File: config.mk
export PLATFORM = sky130hd
export DESIGN_NAME = ega_char_cell_pixel_generator
export DESIGN_NICKNAME = d
export VERILOG_FILES = /design/src/rtl/ecpg_pkg.sv /design/src/rtl/ecpg_front.sv /design/src/rtl/ecpg_queue.sv /design/src/rtl/ecpg_back.sv /design/src/rtl/ega_char_cell_pixel_generator.sv
export SDC_FILE = /design/constraint.sdc
export NUM_CORES = 1
export LEC_CHECK = 0
export ABC_AREA = 0
export BUFFER_PORTS_ARGS = -buffer_cell sky130_fd_sc_hd__buf_4
export CORE_ASPECT_RATIO = 1.1
export CORE_MARGIN = 2
export CORE_UTILIZATION = 30
export CTS_BUF_LIST = sky130_fd_sc_hd__clkbuf_4 sky130_fd_sc_hd__clkbuf_8
export CTS_CLUSTER_DIAMETER = 100
export CTS_CLUSTER_SIZE = 28
export DETAILED_ROUTE_END_ITERATION = 10
export PLACE_DENSITY = 0.56
export SYNTH_ARGS = -nofsm -noshare
export SYNTH_HDL_FRONTEND = slang
export SYNTH_SLANG_ARGS = --single-unit
File: constraint.sdc
create_clock -name clock -period 3.8 [get_ports clock]
set_input_delay 0 -clock clock [delete_from_list [all_inputs] [get_ports clock]]
set_output_delay 0 -clock clock [all_outputs]
set_load 0.03 [all_outputs]
File: src/rtl/ecpg_pkg.sv
// shared types and constants for the ega character cell pixel generator
// no dependencies; imported by every module of the block
`timescale 1ns / 1ps

package ecpg_pkg;

   // render modes
   localparam logic [1:0] MODE_COLOR_TEXT = 2'd0;
   localparam logic [1:0] MODE_MONO_TEXT  = 2'd1;
   localparam logic [1:0] MODE_PLANAR     = 2'd2;
   localparam logic [1:0] MODE_CGA        = 2'd3;

   // column classes
   localparam logic [1:0] COL_INTERIOR = 2'd0;
   localparam logic [1:0] COL_FIRST    = 2'd1;
   localparam logic [1:0] COL_LAST     = 2'd2;
   localparam logic [1:0] COL_BEYOND   = 2'd3;

   // register indexes
   localparam logic [2:0] REG_RENDER_MODE      = 3'd0;
   localparam logic [2:0] REG_BLINK_ENABLE     = 3'd1;
   localparam logic [2:0] REG_PEL_PAN          = 3'd2;
   localparam logic [2:0] REG_PLANE_ENABLE     = 3'd3;
   localparam logic [2:0] REG_CURSOR_START_ROW = 3'd4;
   localparam logic [2:0] REG_CURSOR_END_ROW   = 3'd5;
   localparam logic [2:0] REG_UNDERLINE_ROW    = 3'd6;
   localparam logic [2:0] REG_CELL_WIDTH       = 3'd7;

   localparam int CSR_DATA_W = 5;
   localparam int MAX_DOTS   = 9;
   localparam int POS_W      = 4;
   localparam int QUEUE_DEPTH = 2;

   localparam logic [7:0] ATTR_REV_MASK  = 8'b0111_0111;
   localparam logic [7:0] ATTR_REV_VALUE = 8'b0111_0000;
   localparam logic [7:0] LINE_CHAR_LOW  = 8'hC0;
   localparam logic [7:0] LINE_CHAR_HIGH = 8'hDF;
   localparam logic [3:0] WHITE_INDEX    = 4'h F;
   localparam logic [3:0] BLINK_FLIP     = 4'b1000;
   localparam logic [3:0] FG_LOW_BITS    = 4'b0111;

   typedef struct packed {
      logic [1:0] render_mode;
      logic       blink_enable;
      logic [2:0] pel_pan;
      logic [3:0] plane_enable;
      logic [4:0] cursor_start_row;
      logic [4:0] cursor_end_row;
      logic [4:0] underline_row;
      logic [3:0] cell_width;
   } cfg_type;

   // one character clock worth of dots, in emit order, with the span to send
   typedef struct packed {
      logic [MAX_DOTS-1:0][3:0] colors;
      logic [POS_W-1:0]         first;
      logic [POS_W-1:0]         last;
      logic                     border;
   } job_type;

endpackage

File: src/rtl/ecpg_front.sv
// front end: decodes one character clock into a row of colour indices
// depends on ecpg_pkg
`timescale 1ns / 1ps

module ecpg_front (
   input  ecpg_pkg::cfg_type cfg,
   input  logic              in_display,
   input  logic [1:0]        column_class,
   input  logic [7:0]        plane0,
   input  logic [7:0]        plane1,
   input  logic [7:0]        plane2,
   input  logic [7:0]        plane3,
   input  logic [7:0]        font_row,
   input  logic [4:0]        cell_row,
   input  logic              cursor_here,
   input  logic              blink_phase,
   output ecpg_pkg::job_type job,
   output logic              job_has_dots
);
   import ecpg_pkg::*;

   logic             cursor_line;
   logic             mono_nine;
   logic [POS_W-1:0] mono_last;
   logic [3:0][7:0]  pm;
   logic [POS_W-1:0] pan_ext;

   assign mono_nine = (cfg.cell_width >= 4'd9);
   assign mono_last = mono_nine ? POS_W'(8) : POS_W'(7);
   assign pan_ext   = POS_W'(cfg.pel_pan);

   always_comb begin
      cursor_line = cursor_here && (cell_row > cfg.cursor_start_row);
      if ((cfg.cursor_end_row != 5'd0) && (cell_row > cfg.cursor_end_row)) begin
         cursor_line = 1'b0;
      end
   end

   // disabled planes read zero in the graphics modes
   always_comb begin
      pm[0] = cfg.plane_enable[0] ? plane0 : 8'd0;
      pm[1] = cfg.plane_enable[1] ? plane1 : 8'd0;
      pm[2] = cfg.plane_enable[2] ? plane2 : 8'd0;
      pm[3] = cfg.plane_enable[3] ? plane3 : 8'd0;
   end

   always_comb begin
      logic [3:0] bg;
      logic [3:0] fg;
      logic       cblink;
      logic       draw;
      logic       rev;
      logic       uline;
      logic       under;
      logic       dot;
      logic       line_char;
      logic       pan_span;
      logic [1:0] cga_j;
      logic       cga_h;

      job          = '0;
      job_has_dots = 1'b1;
      bg           = 4'd0;
      fg           = 4'd0;
      cblink       = 1'b0;
      draw         = 1'b1;
      rev          = 1'b0;
      uline        = 1'b0;
      under        = 1'b0;
      dot          = 1'b0;
      line_char    = 1'b0;
      pan_span     = 1'b0;
      cga_j        = 2'd0;
      cga_h        = 1'b0;

      // dot span for panned modes
      job.first = POS_W'(0);
      job.last  = POS_W'(7);
      if (column_class == COL_FIRST) begin
         job.first = pan_ext;
      end else if (column_class == COL_LAST) begin
         job.last     = pan_ext - POS_W'(1);
         job_has_dots = (cfg.pel_pan != 3'd0);
      end

      case (cfg.render_mode)
         MODE_COLOR_TEXT: begin
            pan_span = 1'b1;
            bg = plane1[7:4];
            fg = plane1[3:0];
            if (cfg.blink_enable) begin
               cblink = plane1[7];
               bg     = {1'b0, plane1[6:4]};
            end
            draw = !cblink || blink_phase;
            for (int k = 0; k < 8; k++) begin
               job.colors[k] = ((draw && font_row[7-k]) || cursor_line) ? fg : bg;
            end
         end
         MODE_MONO_TEXT: begin
            cblink    = cfg.blink_enable && plane1[7];
            uline     = (plane1[2:0] == 3'd1);
            rev       = ((plane1 & ATTR_REV_MASK) == ATTR_REV_VALUE);
            fg        = ((plane1 & ATTR_REV_MASK) != 8'd0) ?
                        ({plane1[3], 3'b000} | FG_LOW_BITS) : 4'd0;
            if (rev) begin
               fg = fg ^ FG_LOW_BITS;
            end
            bg        = (rev || (!cfg.blink_enable && plane1[7])) ? WHITE_INDEX : 4'd0;
            draw      = !cblink || blink_phase;
            under     = draw && uline && (cell_row == cfg.underline_row);
            line_char = (plane0 >= LINE_CHAR_LOW) && (plane0 <= LINE_CHAR_HIGH);
            for (int k = 0; k < 8; k++) begin
               dot = draw && font_row[7-k];
               job.colors[k] = (dot || cursor_line || under) ? fg : bg;
            end
            // ninth dot repeats the eighth for line drawing codes
            dot = line_char && draw && font_row[0];
            job.colors[8] = (dot || cursor_line || under) ? fg : bg;
            job.first     = POS_W'(0);
            job.last      = mono_last;
            job_has_dots  = 1'b1;
            if (!in_display || (column_class == COL_LAST)) begin
               job.colors = '0;
               job.border = 1'b1;
            end
         end
         MODE_PLANAR: begin
            pan_span = 1'b1;
            for (int k = 0; k < 8; k++) begin
               job.colors[k] = {pm[3][7-k], pm[2][7-k], pm[1][7-k], pm[0][7-k]};
               if (cfg.blink_enable && blink_phase) begin
                  job.colors[k] = job.colors[k] ^ BLINK_FLIP;
               end
            end
         end
         default: begin
            // packed 2-bit pixels: planes 0/2 feed the left half, 1/3 the right
            for (int k = 0; k < 8; k++) begin
               cga_h = (k >= 4);
               cga_j = 2'(3 - (k % 4));
               job.colors[k] = {pm[{1'b1, cga_h}][{cga_j, 1'b1}],
                                pm[{1'b1, cga_h}][{cga_j, 1'b0}],
                                pm[{1'b0, cga_h}][{cga_j, 1'b1}],
                                pm[{1'b0, cga_h}][{cga_j, 1'b0}]};
            end
            job.first    = POS_W'(0);
            job.last     = POS_W'(7);
            job_has_dots = 1'b1;
            if (!in_display || (column_class == COL_LAST) ||
                (column_class == COL_BEYOND)) begin
               job.colors = '0;
               job.border = 1'b1;
            end
         end
      endcase

      // border for the panned modes outside the display
      if (pan_span && !in_display) begin
         job.colors   = '0;
         job.border   = 1'b1;
         job.first    = POS_W'(0);
         job.last     = POS_W'(7);
         job_has_dots = 1'b1;
      end
   end

endmodule

File: src/rtl/ecpg_queue.sv
// two-entry job queue between the decode front end and the serializer
// depends on ecpg_pkg
`timescale 1ns / 1ps

module ecpg_queue (
   input  logic              clock,
   input  logic              reset,
   input  logic              push,
   input  ecpg_pkg::job_type push_job,
   input  logic              pop,
   output ecpg_pkg::job_type head_job,
   output logic              not_empty,
   output logic              full
);
   import ecpg_pkg::*;

   localparam int PTR_W = $clog2(QUEUE_DEPTH);

   job_type                  entries_ff [QUEUE_DEPTH];
   logic [PTR_W-1:0]         wr_ptr_ff, wr_ptr_in;
   logic [PTR_W-1:0]         rd_ptr_ff, rd_ptr_in;
   logic [$clog2(QUEUE_DEPTH+1)-1:0] count_ff, count_in;

   assign not_empty = (count_ff != '0);
   assign full      = (count_ff == ($clog2(QUEUE_DEPTH+1))'(QUEUE_DEPTH));
   assign head_job  = entries_ff[rd_ptr_ff];

   always_comb begin
      wr_ptr_in = push ? PTR_W'(wr_ptr_ff + 1'b1) : wr_ptr_ff;
      rd_ptr_in = pop  ? PTR_W'(rd_ptr_ff + 1'b1) : rd_ptr_ff;
      count_in  = count_ff;
      if (push && !pop) begin
         count_in = count_ff + 1'b1;
      end else if (pop && !push) begin
         count_in = count_ff - 1'b1;
      end
   end

   always_ff @(posedge clock) begin
      if (reset) begin
         wr_ptr_ff <= '0;
         rd_ptr_ff <= '0;
         count_ff  <= '0;
      end else begin
         wr_ptr_ff <= wr_ptr_in;
         rd_ptr_ff <= rd_ptr_in;
         count_ff  <= count_in;
      end
   end

   always_ff @(posedge clock) begin
      if (push) begin
         entries_ff[wr_ptr_ff] <= push_job;
      end
   end

endmodule

File: src/rtl/ecpg_back.sv
// back end: one dot per unstalled cycle from queue head to output register
// depends on ecpg_pkg
`timescale 1ns / 1ps

module ecpg_back (
   input  logic              clock,
   input  logic              reset,
   input  ecpg_pkg::job_type head_job,
   input  logic              head_valid,
   output logic              pop,
   output logic              rsp_valid,
   input  logic              rsp_stall,
   output logic [3:0]        rsp_color_index,
   output logic              rsp_is_border,
   output logic              rsp_last_pixel
);
   import ecpg_pkg::*;

   logic             started_ff, started_in;
   logic [POS_W-1:0] pos_ff, pos_in;
   logic             valid_ff, valid_in;
   logic [3:0]       color_ff, color_in;
   logic             border_ff, border_in;
   logic             last_ff, last_in;
   logic             advance;
   logic [POS_W-1:0] cur_pos;
   logic             at_last;

   assign advance = !valid_ff || !rsp_stall;
   assign cur_pos = started_ff ? pos_ff : head_job.first;
   assign at_last = (cur_pos == head_job.last);
   assign pop     = advance && head_valid && at_last;

   always_comb begin
      started_in = started_ff;
      pos_in     = pos_ff;
      valid_in   = valid_ff;
      color_in   = color_ff;
      border_in  = border_ff;
      last_in    = last_ff;
      if (advance) begin
         valid_in = head_valid;
         if (head_valid) begin
            color_in   = head_job.colors[cur_pos];
            border_in  = head_job.border;
            last_in    = at_last;
            started_in = !at_last;
            pos_in     = cur_pos + 1'b1;
         end
      end
   end

   always_ff @(posedge clock) begin
      if (reset) begin
         started_ff <= 1'b0;
         valid_ff   <= 1'b0;
      end else begin
         started_ff <= started_in;
         valid_ff   <= valid_in;
      end
   end

   always_ff @(posedge clock) begin
      pos_ff    <= pos_in;
      color_ff  <= color_in;
      border_ff <= border_in;
      last_ff   <= last_in;
   end

   assign rsp_valid       = valid_ff;
   assign rsp_color_index = color_ff;
   assign rsp_is_border   = border_ff;
   assign rsp_last_pixel  = last_ff;

endmodule

File: src/rtl/ega_char_cell_pixel_generator.sv
// top level of the ega character cell pixel generator: registers, front, queue, back
// depends on ecpg_pkg, ecpg_front, ecpg_queue, ecpg_back
`timescale 1ns / 1ps

// usage
// - req_ channel: one transaction per character clock (plane bytes, font row,
//   cell row, column class, cursor and blink flags); taken when req_valid is
//   high and req_stall low
// - rsp_ channel: one transaction per pixel, 0 to 9 per character clock, the
//   final one flagged by rsp_last_pixel; a character clock that yields no pixel
//   (last column with no panning) produces no transaction at all
// - csr_ port: write-only, csr_addr picks the register, csr_wdata low bits
//   carry the value; write only while the block is idle
// - path: a taken request is decoded into the queue at the accepting edge,
//   then the serializer moves its pixels into the output register
// - throughput: one pixel per cycle from the serializer while rsp_stall is
//   low; a character clock has 8 or 9 pixels typically
// - a two-entry queue sits between decode and serializer, so requests keep
//   being taken while pixels of earlier ones are still going out
// - stall on rsp_ freezes the output register; the queue fills and then
//   req_stall rises
// - reset: queue empty, no pixel pending, registers at their defaults
//   (colour text, plane enable all set, underline row 31, 8-dot cells)

module ega_char_cell_pixel_generator (
   input  logic        clock,
   input  logic        reset,
   // request transactions
   input  logic        req_valid,
   output logic        req_stall,
   input  logic        req_in_display,
   input  logic [1:0]  req_column_class,
   input  logic [7:0]  req_plane0,
   input  logic [7:0]  req_plane1,
   input  logic [7:0]  req_plane2,
   input  logic [7:0]  req_plane3,
   input  logic [7:0]  req_font_row,
   input  logic [4:0]  req_cell_row,
   input  logic        req_cursor_here,
   input  logic        req_blink_phase,
   // pixel transactions
   output logic        rsp_valid,
   input  logic        rsp_stall,
   output logic [3:0]  rsp_color_index,
   output logic        rsp_is_border,
   output logic        rsp_last_pixel,
   // register writes
   input  logic        csr_wen,
   input  logic [2:0]  csr_addr,
   input  logic [ecpg_pkg::CSR_DATA_W-1:0] csr_wdata
);
   import ecpg_pkg::*;

   cfg_type cfg_ff, cfg_in;
   job_type front_job;
   job_type head_job;
   logic    front_has_dots;
   logic    queue_full;
   logic    queue_not_empty;
   logic    queue_push;
   logic    queue_pop;

   // register file; the user must write it only between transactions, the block does not enforce this
   always_comb begin
      cfg_in = cfg_ff;
      if (csr_wen) begin
         case (csr_addr)
            REG_RENDER_MODE:      cfg_in.render_mode      = csr_wdata[1:0];
            REG_BLINK_ENABLE:     cfg_in.blink_enable     = csr_wdata[0];
            REG_PEL_PAN:          cfg_in.pel_pan          = csr_wdata[2:0];
            REG_PLANE_ENABLE:     cfg_in.plane_enable     = csr_wdata[3:0];
            REG_CURSOR_START_ROW: cfg_in.cursor_start_row = csr_wdata[4:0];
            REG_CURSOR_END_ROW:   cfg_in.cursor_end_row   = csr_wdata[4:0];
            REG_UNDERLINE_ROW:    cfg_in.underline_row    = csr_wdata[4:0];
            REG_CELL_WIDTH:       cfg_in.cell_width       = csr_wdata[3:0];
            default:              cfg_in = cfg_ff;
         endcase
      end
   end

   always_ff @(posedge clock) begin
      if (reset) begin
         cfg_ff.render_mode      <= MODE_COLOR_TEXT;
         cfg_ff.blink_enable     <= 1'b0;
         cfg_ff.pel_pan          <= 3'd0;
         cfg_ff.plane_enable     <= 4'hF;
         cfg_ff.cursor_start_row <= 5'd0;
         cfg_ff.cursor_end_row   <= 5'd0;
         cfg_ff.underline_row    <= 5'd31;
         cfg_ff.cell_width       <= 4'd8;
      end else begin
         cfg_ff <= cfg_in;
      end
   end

   // decode of the character clock into a row of colour indices
   ecpg_front u_front (
      .cfg          (cfg_ff),
      .in_display   (req_in_display),
      .column_class (req_column_class),
      .plane0       (req_plane0),
      .plane1       (req_plane1),
      .plane2       (req_plane2),
      .plane3       (req_plane3),
      .font_row     (req_font_row),
      .cell_row     (req_cell_row),
      .cursor_here  (req_cursor_here),
      .blink_phase  (req_blink_phase),
      .job          (front_job),
      .job_has_dots (front_has_dots)
   );

   // requests wait only for queue space; empty rows are dropped here
   assign req_stall  = queue_full;
   assign queue_push = req_valid && !queue_full && front_has_dots;

   ecpg_queue u_queue (
      .clock     (clock),
      .reset     (reset),
      .push      (queue_push),
      .push_job  (front_job),
      .pop       (queue_pop),
      .head_job  (head_job),
      .not_empty (queue_not_empty),
      .full      (queue_full)
   );

   // serializer with output register
   ecpg_back u_back (
      .clock           (clock),
      .reset           (reset),
      .head_job        (head_job),
      .head_valid      (queue_not_empty),
      .pop             (queue_pop),
      .rsp_valid       (rsp_valid),
      .rsp_stall       (rsp_stall),
      .rsp_color_index (rsp_color_index),
      .rsp_is_border   (rsp_is_border),
      .rsp_last_pixel  (rsp_last_pixel)
   );

endmodule
* Yosys cells after proc, flatten, opt, wreduce, memory -nomap -nowiden
Memories as Yosys holds them, arrays and structs flattened. A register that Yosys moved wholly into a read port is not among the register bits.
Cells that the tools add are included.
** Storage, ports and cells
- Logic and storage cells :: 210
- Bits in latches :: 0
- Bits in read-only memories :: 0
- RAM bits :: 90
- Memories kept :: 1
- Output and inout port bits :: 8
- Input bits :: 63
- Flip-flop bits (word level) :: 45
** Memory list
- u_queue.entries_ff :: words 2, width 45, read ports 1, clocked after memory_dff 1, write ports 1, line ecpg_queue.sv:19 : job_type entries_ff [QUEUE_DEPTH];
** Operators by class
- Bitwise gates (word level) :: 9
- Reductions and logical operators :: 92
- $add $sub $neg :: 6
- Mux-type cells :: 62
- Order comparisons :: 6
- Shift-type cells :: 0
- Equality and inequality tests :: 17
- Divide/modulo/power cells :: 0
- Multipliers :: 0
** Operators by type and width (count)
- two-way mux 4 bit :: 33
- one-hot mux 32 bit (3 select lines) :: 1
- two-way mux 45 bit :: 1
- two-way mux 36 bit :: 1
- logical AND 1 bit :: 33
- logical OR 1 bit :: 32
- two-way mux 32 bit :: 1
- two-way mux 8 bit :: 4
- AND reduction 2 bit :: 9
- binary-select mux 4 bit (select 4 bit) :: 1
- one-hot mux 8 bit (2 select lines) :: 1
- two-way mux 1 bit :: 14
- == test 3 bit, second input constant :: 4
- greater-than comparator 5 bit :: 2
- logical NOT 1 bit :: 10
- == test 2 bit, second input constant :: 4
- >= comparator 8 bit, second input constant :: 1
- less-or-equal comparator 8 bit, second input constant :: 1
- NOT 1 bit :: 8
- one-hot mux 4 bit (2 select lines) :: 1
- nonzero test 8 bit :: 1
- == test 3 x 1 -> 1 bit, second input constant :: 2
- == test 3 x 2 -> 1 bit, second input constant :: 2
- == test 6 bit, second input constant :: 1
- 19 further kinds :: 24

* Depth between registers and ports, before layout
- Word-level depth :: 11
- Mapped depth :: 10
- Depth with buffers taken out :: 10

* Modules after synthesis
Synthesis repeated with hierarchy kept, for this count alone.
** Second synthesis, totals
- Cells, all modules :: 752
- Area total of the unflattened synthesis :: 7932.6 um^2
** By module, submodules not included
- ecpg_queue :: cells an instance 162, times used 1, area an instance 3469.6 um^2
- ecpg_front :: cells an instance 365, times used 1, area an instance 2248.4 um^2
- ega_char_cell_pixel_generator :: cells an instance 118, times used 1, area an instance 1233.7 um^2
- ecpg_back :: cells an instance 107, times used 1, area an instance 980.9 um^2

* Worst setup path after synthesis
OpenSTA, ideal clock, no wires.
- Kind :: register to register
- Start point :: register cfg_ff[23] (netlist name)
- End point :: memory u_queue.entries_ff[0][0] (netlist name) (enable)
- Path buffers :: 0
- Cell stages (with the launch flop) :: 7
- Setup slack :: 0.362 ns
- Setup time :: 0.442 ns
- Data required time :: 3.358 ns
- Arrival time :: 2.997 ns
- Path through :: dfxtp_1 > inv_1 > ha_1 > nand2_1 > nor3_1 > or3b_2 > nor2_1
** Between the ends
- Longest elaborated chain between the ends :: 8
** Ends and longest elaborated chain
- start: declaration :: line ega_char_cell_pixel_generator.sv:54 : cfg_type cfg_ff, cfg_in;
- start signal: assignment :: line ega_char_cell_pixel_generator.sv:92 : cfg_ff <= cfg_in;
- nonzero test 3 bit :: line ecpg_front.sv:83 : job_has_dots = (cfg.pel_pan != 3'd0);
- two-way mux 1 bit :: line ecpg_front.sv:81 : end else if (column_class == COL_LAST) begin
- two-way mux 1 bit :: line ecpg_front.sv:79 : if (column_class == COL_FIRST) begin
- two-way mux 1 bit :: line ecpg_front.sv:86 : case (cfg.render_mode)
- two-way mux 1 bit :: line ecpg_front.sv:159 : if (pan_span && !in_display) begin
- logical AND 1 bit :: line ega_char_cell_pixel_generator.sv:115 : assign queue_push = req_valid && !queue_full && front_has_dots;
- two-way mux 1 bit :: line ecpg_queue.sv:52 : if (push) begin
- two-way mux 1 bit (implied by the code) :: line ecpg_queue.sv:53 : entries_ff[wr_ptr_ff] <= push_job;
- end: declaration :: line ecpg_queue.sv:19
No other way between the ends.

==> metrics <==
internal power between 2 and 3 mW; register area share after synthesis 48.74%; Sink Count 130; clock network fraction of design power 29.0%; worst min-delay path class in -> reg; met1 WL 9221 um; count of pins over their slew limit 0; switching pwr between 1 and 1.5 mW; Avg WL per Cell 19.71 um; RSZ-0062 raised after global routing no; R2R depth 8; global-route wire length before repair 33400 um; Peak VDD IR between 0.15 and 0.2 mV; met3 WL 1438 um; RR Endpoint u_queue.entries_ff[1][30]$_DFFE_PP_; worst-margin pin slew 0.9754 ns; clock buffer depth 2; setup ws final 0.7588 ns; total power ~4.2 mW; CTS clk-pin slew, worst paths 0.08 ns; die area approximately 25000 um2; CTS tree yes; TritonCTS Buffers 17; Finished Layout Cells 1086; Die Ht roughly 170 um; crit path capture type flop; hpwl dp 15450 um; vias per cell 5.301; slew margin rel. 34.47%; period utilisation layout between 80% and 90%; outcome finished, final reports clean; setup TNS 0 ns; Post-Syn Area per Cell 10.61 um2; top sig layer met4; hold buffer count at CTS 20; placer congestion estimate 0.8883; yosys synthesis warning count 0; Clock Latency Late Sink around 0.46 ns; crit path launch type flop; CP max FO 16; Synthesized Nets 762; Die W 152.4 um; sw frac 30.28%; post-CTS setup buffer count 0; Routed Antenna Nets 0; root buf cell clkbuf_8; post-route minimum period roughly 3.0 ns; Distinct cells, synth 59; Post-CTS Resized 0; grt ovf 0; Area Overhead vs Synth 20.32%; vias in the first global route 5780; Hold Path Cell Cnt 4; FFs w/ async S/R, synth 0%; Critical Path AT 3.24 ns; All-Layer GR Usage 17.16%; leak pwr ~3.4 nW; I/O Buffers 70; Place WS 0.8060 ns; Routed WL 21410 um; Worst Skew about 0.011 ns; final setup vio count 0; met2 routed WL 10220 um; worst endpoint required time 4.00 ns; diode count 0; most used flip-flop cell after synthesis edfxtp_1; Combinational Power Share 26.7%; routed vias around 5800; row count 59; fill count 2394; IO Pins 71; cell area after synthesis 7271 um2; dpl cells 1034; pin count of the biggest net entering global routing 43; layout cells sized above 1 between 10% and 20%; number of flops mapped to enable cells by yosys 94; Sequential Power Share 44.3%; worst min-delay path startpoint req_plane1[5]; Final #Nets 845; register bit total from synthesis between 100 and 150; DRC 0; R2R Path Start cfg_ff[13]$_SDFFE_PP0P_; initial antenna violation count 0; Pwr per Cell Area 481.2 nW/um2; WHS Endpoint u_queue.entries_ff[1][18]$_DFFE_PP_; critical path type reg -> reg; core area 23770 um2; Post-Synthesis Cells 685; Fin. Hold Viols 0; FF-to-FF setup slack 0.76 ns; maxcap violations 0; Post-Route Utilization 36.80%; number of DRC markers in iteration 0 609; Initial Utilization 30.59%; fmax between 0.3 and 0.4 GHz; H-Tree Depth 4; total iterations of the first detailed-routing run 5
==> power groups by stage <==
stage,registers (mW),logic [mW],clock network (mW)
floorplan,1.92,0.703,0
global placement,1.90,1.10,0
detailed placement,1.90,1.11,0
CTS,1.87,1.14,1.24
global route,1.89,1.23,1.29
finish,1.87,1.12,1.22
==> cells by family after synthesis <==
logic type                 share of synthesized area, %
and+or+nand+nor                                   14.23
xor gates and xnor gates                          2.771
buffers and inverters                             3.373
AOI/OAI and AO/OA                                 14.52
adders and majority gates                         2.409
DFF                                               48.74
muxes                                             13.96
==> through the flow <==
step                instance area, um2  hold WS (ns)
floorplan                         7271        0.1179
CTS                               8748      0.002670
detailed placement                8140        0.2382
finish                            8748       0.03239
global route                      8748       0.04414
global placement                  8140        0.2376
==> routing by layer <==
| layer | vias up | track usage [%] |
|---|---|---|
| met4 | 0 | 6.763 |
| met2 | 235 | 28.12 |
| li1 | 2721 | - |
| met3 | 35 | 3.468 |
| met5 | - | 0 |
| met1 | 2766 | 22.37 |
==> cell usage after synthesis, types with 15 or more instances <==
cell / number / area [um2]
clkbuf_1: 27 / 101.4
nand2_1: 97 / 364.1
inv_1: 22 / 82.58
nor2_1: 60 / 225.2
xor2_1: 15 / 131.4
mux2i_1: 49 / 490.5
mux2_2: 16 / 180.2
o21ai_0: 19 / 95.09
nor2b_1: 15 / 93.84
dfxtp_1: 36 / 720.7
nand3_1: 15 / 75.07
a21oi_1: 48 / 240.2
o31a_1: 24 / 210.2
edfxtp_1: 94 / 2823
==> cell type report <==
class                      instances  area [um2]  share of cell area [%]
timing repair buffer             101       820.8                   9.382
inverter                          23       86.33                  0.9868
multi-input combinational        495        3508                   40.10
clock inverter                    11       137.6                   1.573
tap                              305       381.6                   4.362
sequential                       130        3543                   40.50
clock buffer                      21       270.3                   3.089
==> flip-flops by register name, indices dropped and copies added (netlist names), named ones only <==
name,count
u_back.started_ff,1
u_queue.count_ff,2
u_back.rsp_color_index,4
u_queue.entries_ff,84
u_back.rsp_last_pixel,1
u_back.pos_ff,4
cfg_ff,29
u_queue.rd_ptr_ff,1
u_queue.wr_ptr_ff,1
u_back.rsp_is_border,1
u_back.rsp_valid,1
==> worst max-delay path, cell delays in order, from the launching register on <==
cell and delay, ns:
dfxtp_1 0.35, inv_1 0.05, ha_1 0.30, nand4_1 0.13
o221a_2 0.28, o221a_2 0.32, nor3b_4 0.64, a221oi_1 0.32
o31a_1 0.38
==> worst max path at each step <==
stage,from,endpoint,depth (start not counted)
6_report,cfg_ff[13]$_SDFFE_PP0P_,u_queue.entries_ff[1][30]$_DFFE_PP_,8
5_1_grt,cfg_ff[13]$_SDFFE_PP0P_,u_queue.entries_ff[1][31]$_DFFE_PP_,8
4_1_cts,cfg_ff[13]$_SDFFE_PP0P_,u_queue.entries_ff[1][10]$_DFFE_PP_,8
3_5_place_dp,cfg_ff[13]$_SDFFE_PP0P_,u_queue.entries_ff[1][10]$_DFFE_PP_,8
3_3_place_gp,cfg_ff[13]$_SDFFE_PP0P_,u_queue.entries_ff[0][30]$_DFFE_PP_,8
2_1_floorplan,cfg_ff[23]$_SDFFE_PP0P_,u_queue.entries_ff[0][0]$_DFFE_PP_,6
==> layout by cell type (no fill, tap or decap), drive strengths merged, types with 5 or more instances in the layout <==
| master | count |
|---|---|
| a211o | 11 |
| a21oi | 48 |
| a221o | 6 |
| a221oi | 10 |
| a311oi | 7 |
| and2 | 8 |
| buf | 81 |
| clkbuf | 21 |
| clkinv | 6 |
| dfxtp | 36 |
| dlygate4sd3 | 20 |
| edfxtp | 94 |
| ha | 14 |
| inv | 22 |
| mux2 | 17 |
| mux2i | 50 |
| mux4 | 14 |
| nand2 | 97 |
| nand2b | 5 |
| nand3 | 15 |
| nand4 | 5 |
| nor2 | 60 |
| nor2b | 15 |
| nor3 | 7 |
| o21ai | 19 |
| o31a | 24 |
| xnor2 | 8 |
| xor2 | 15 |
(Power assumes the default switching activity.)
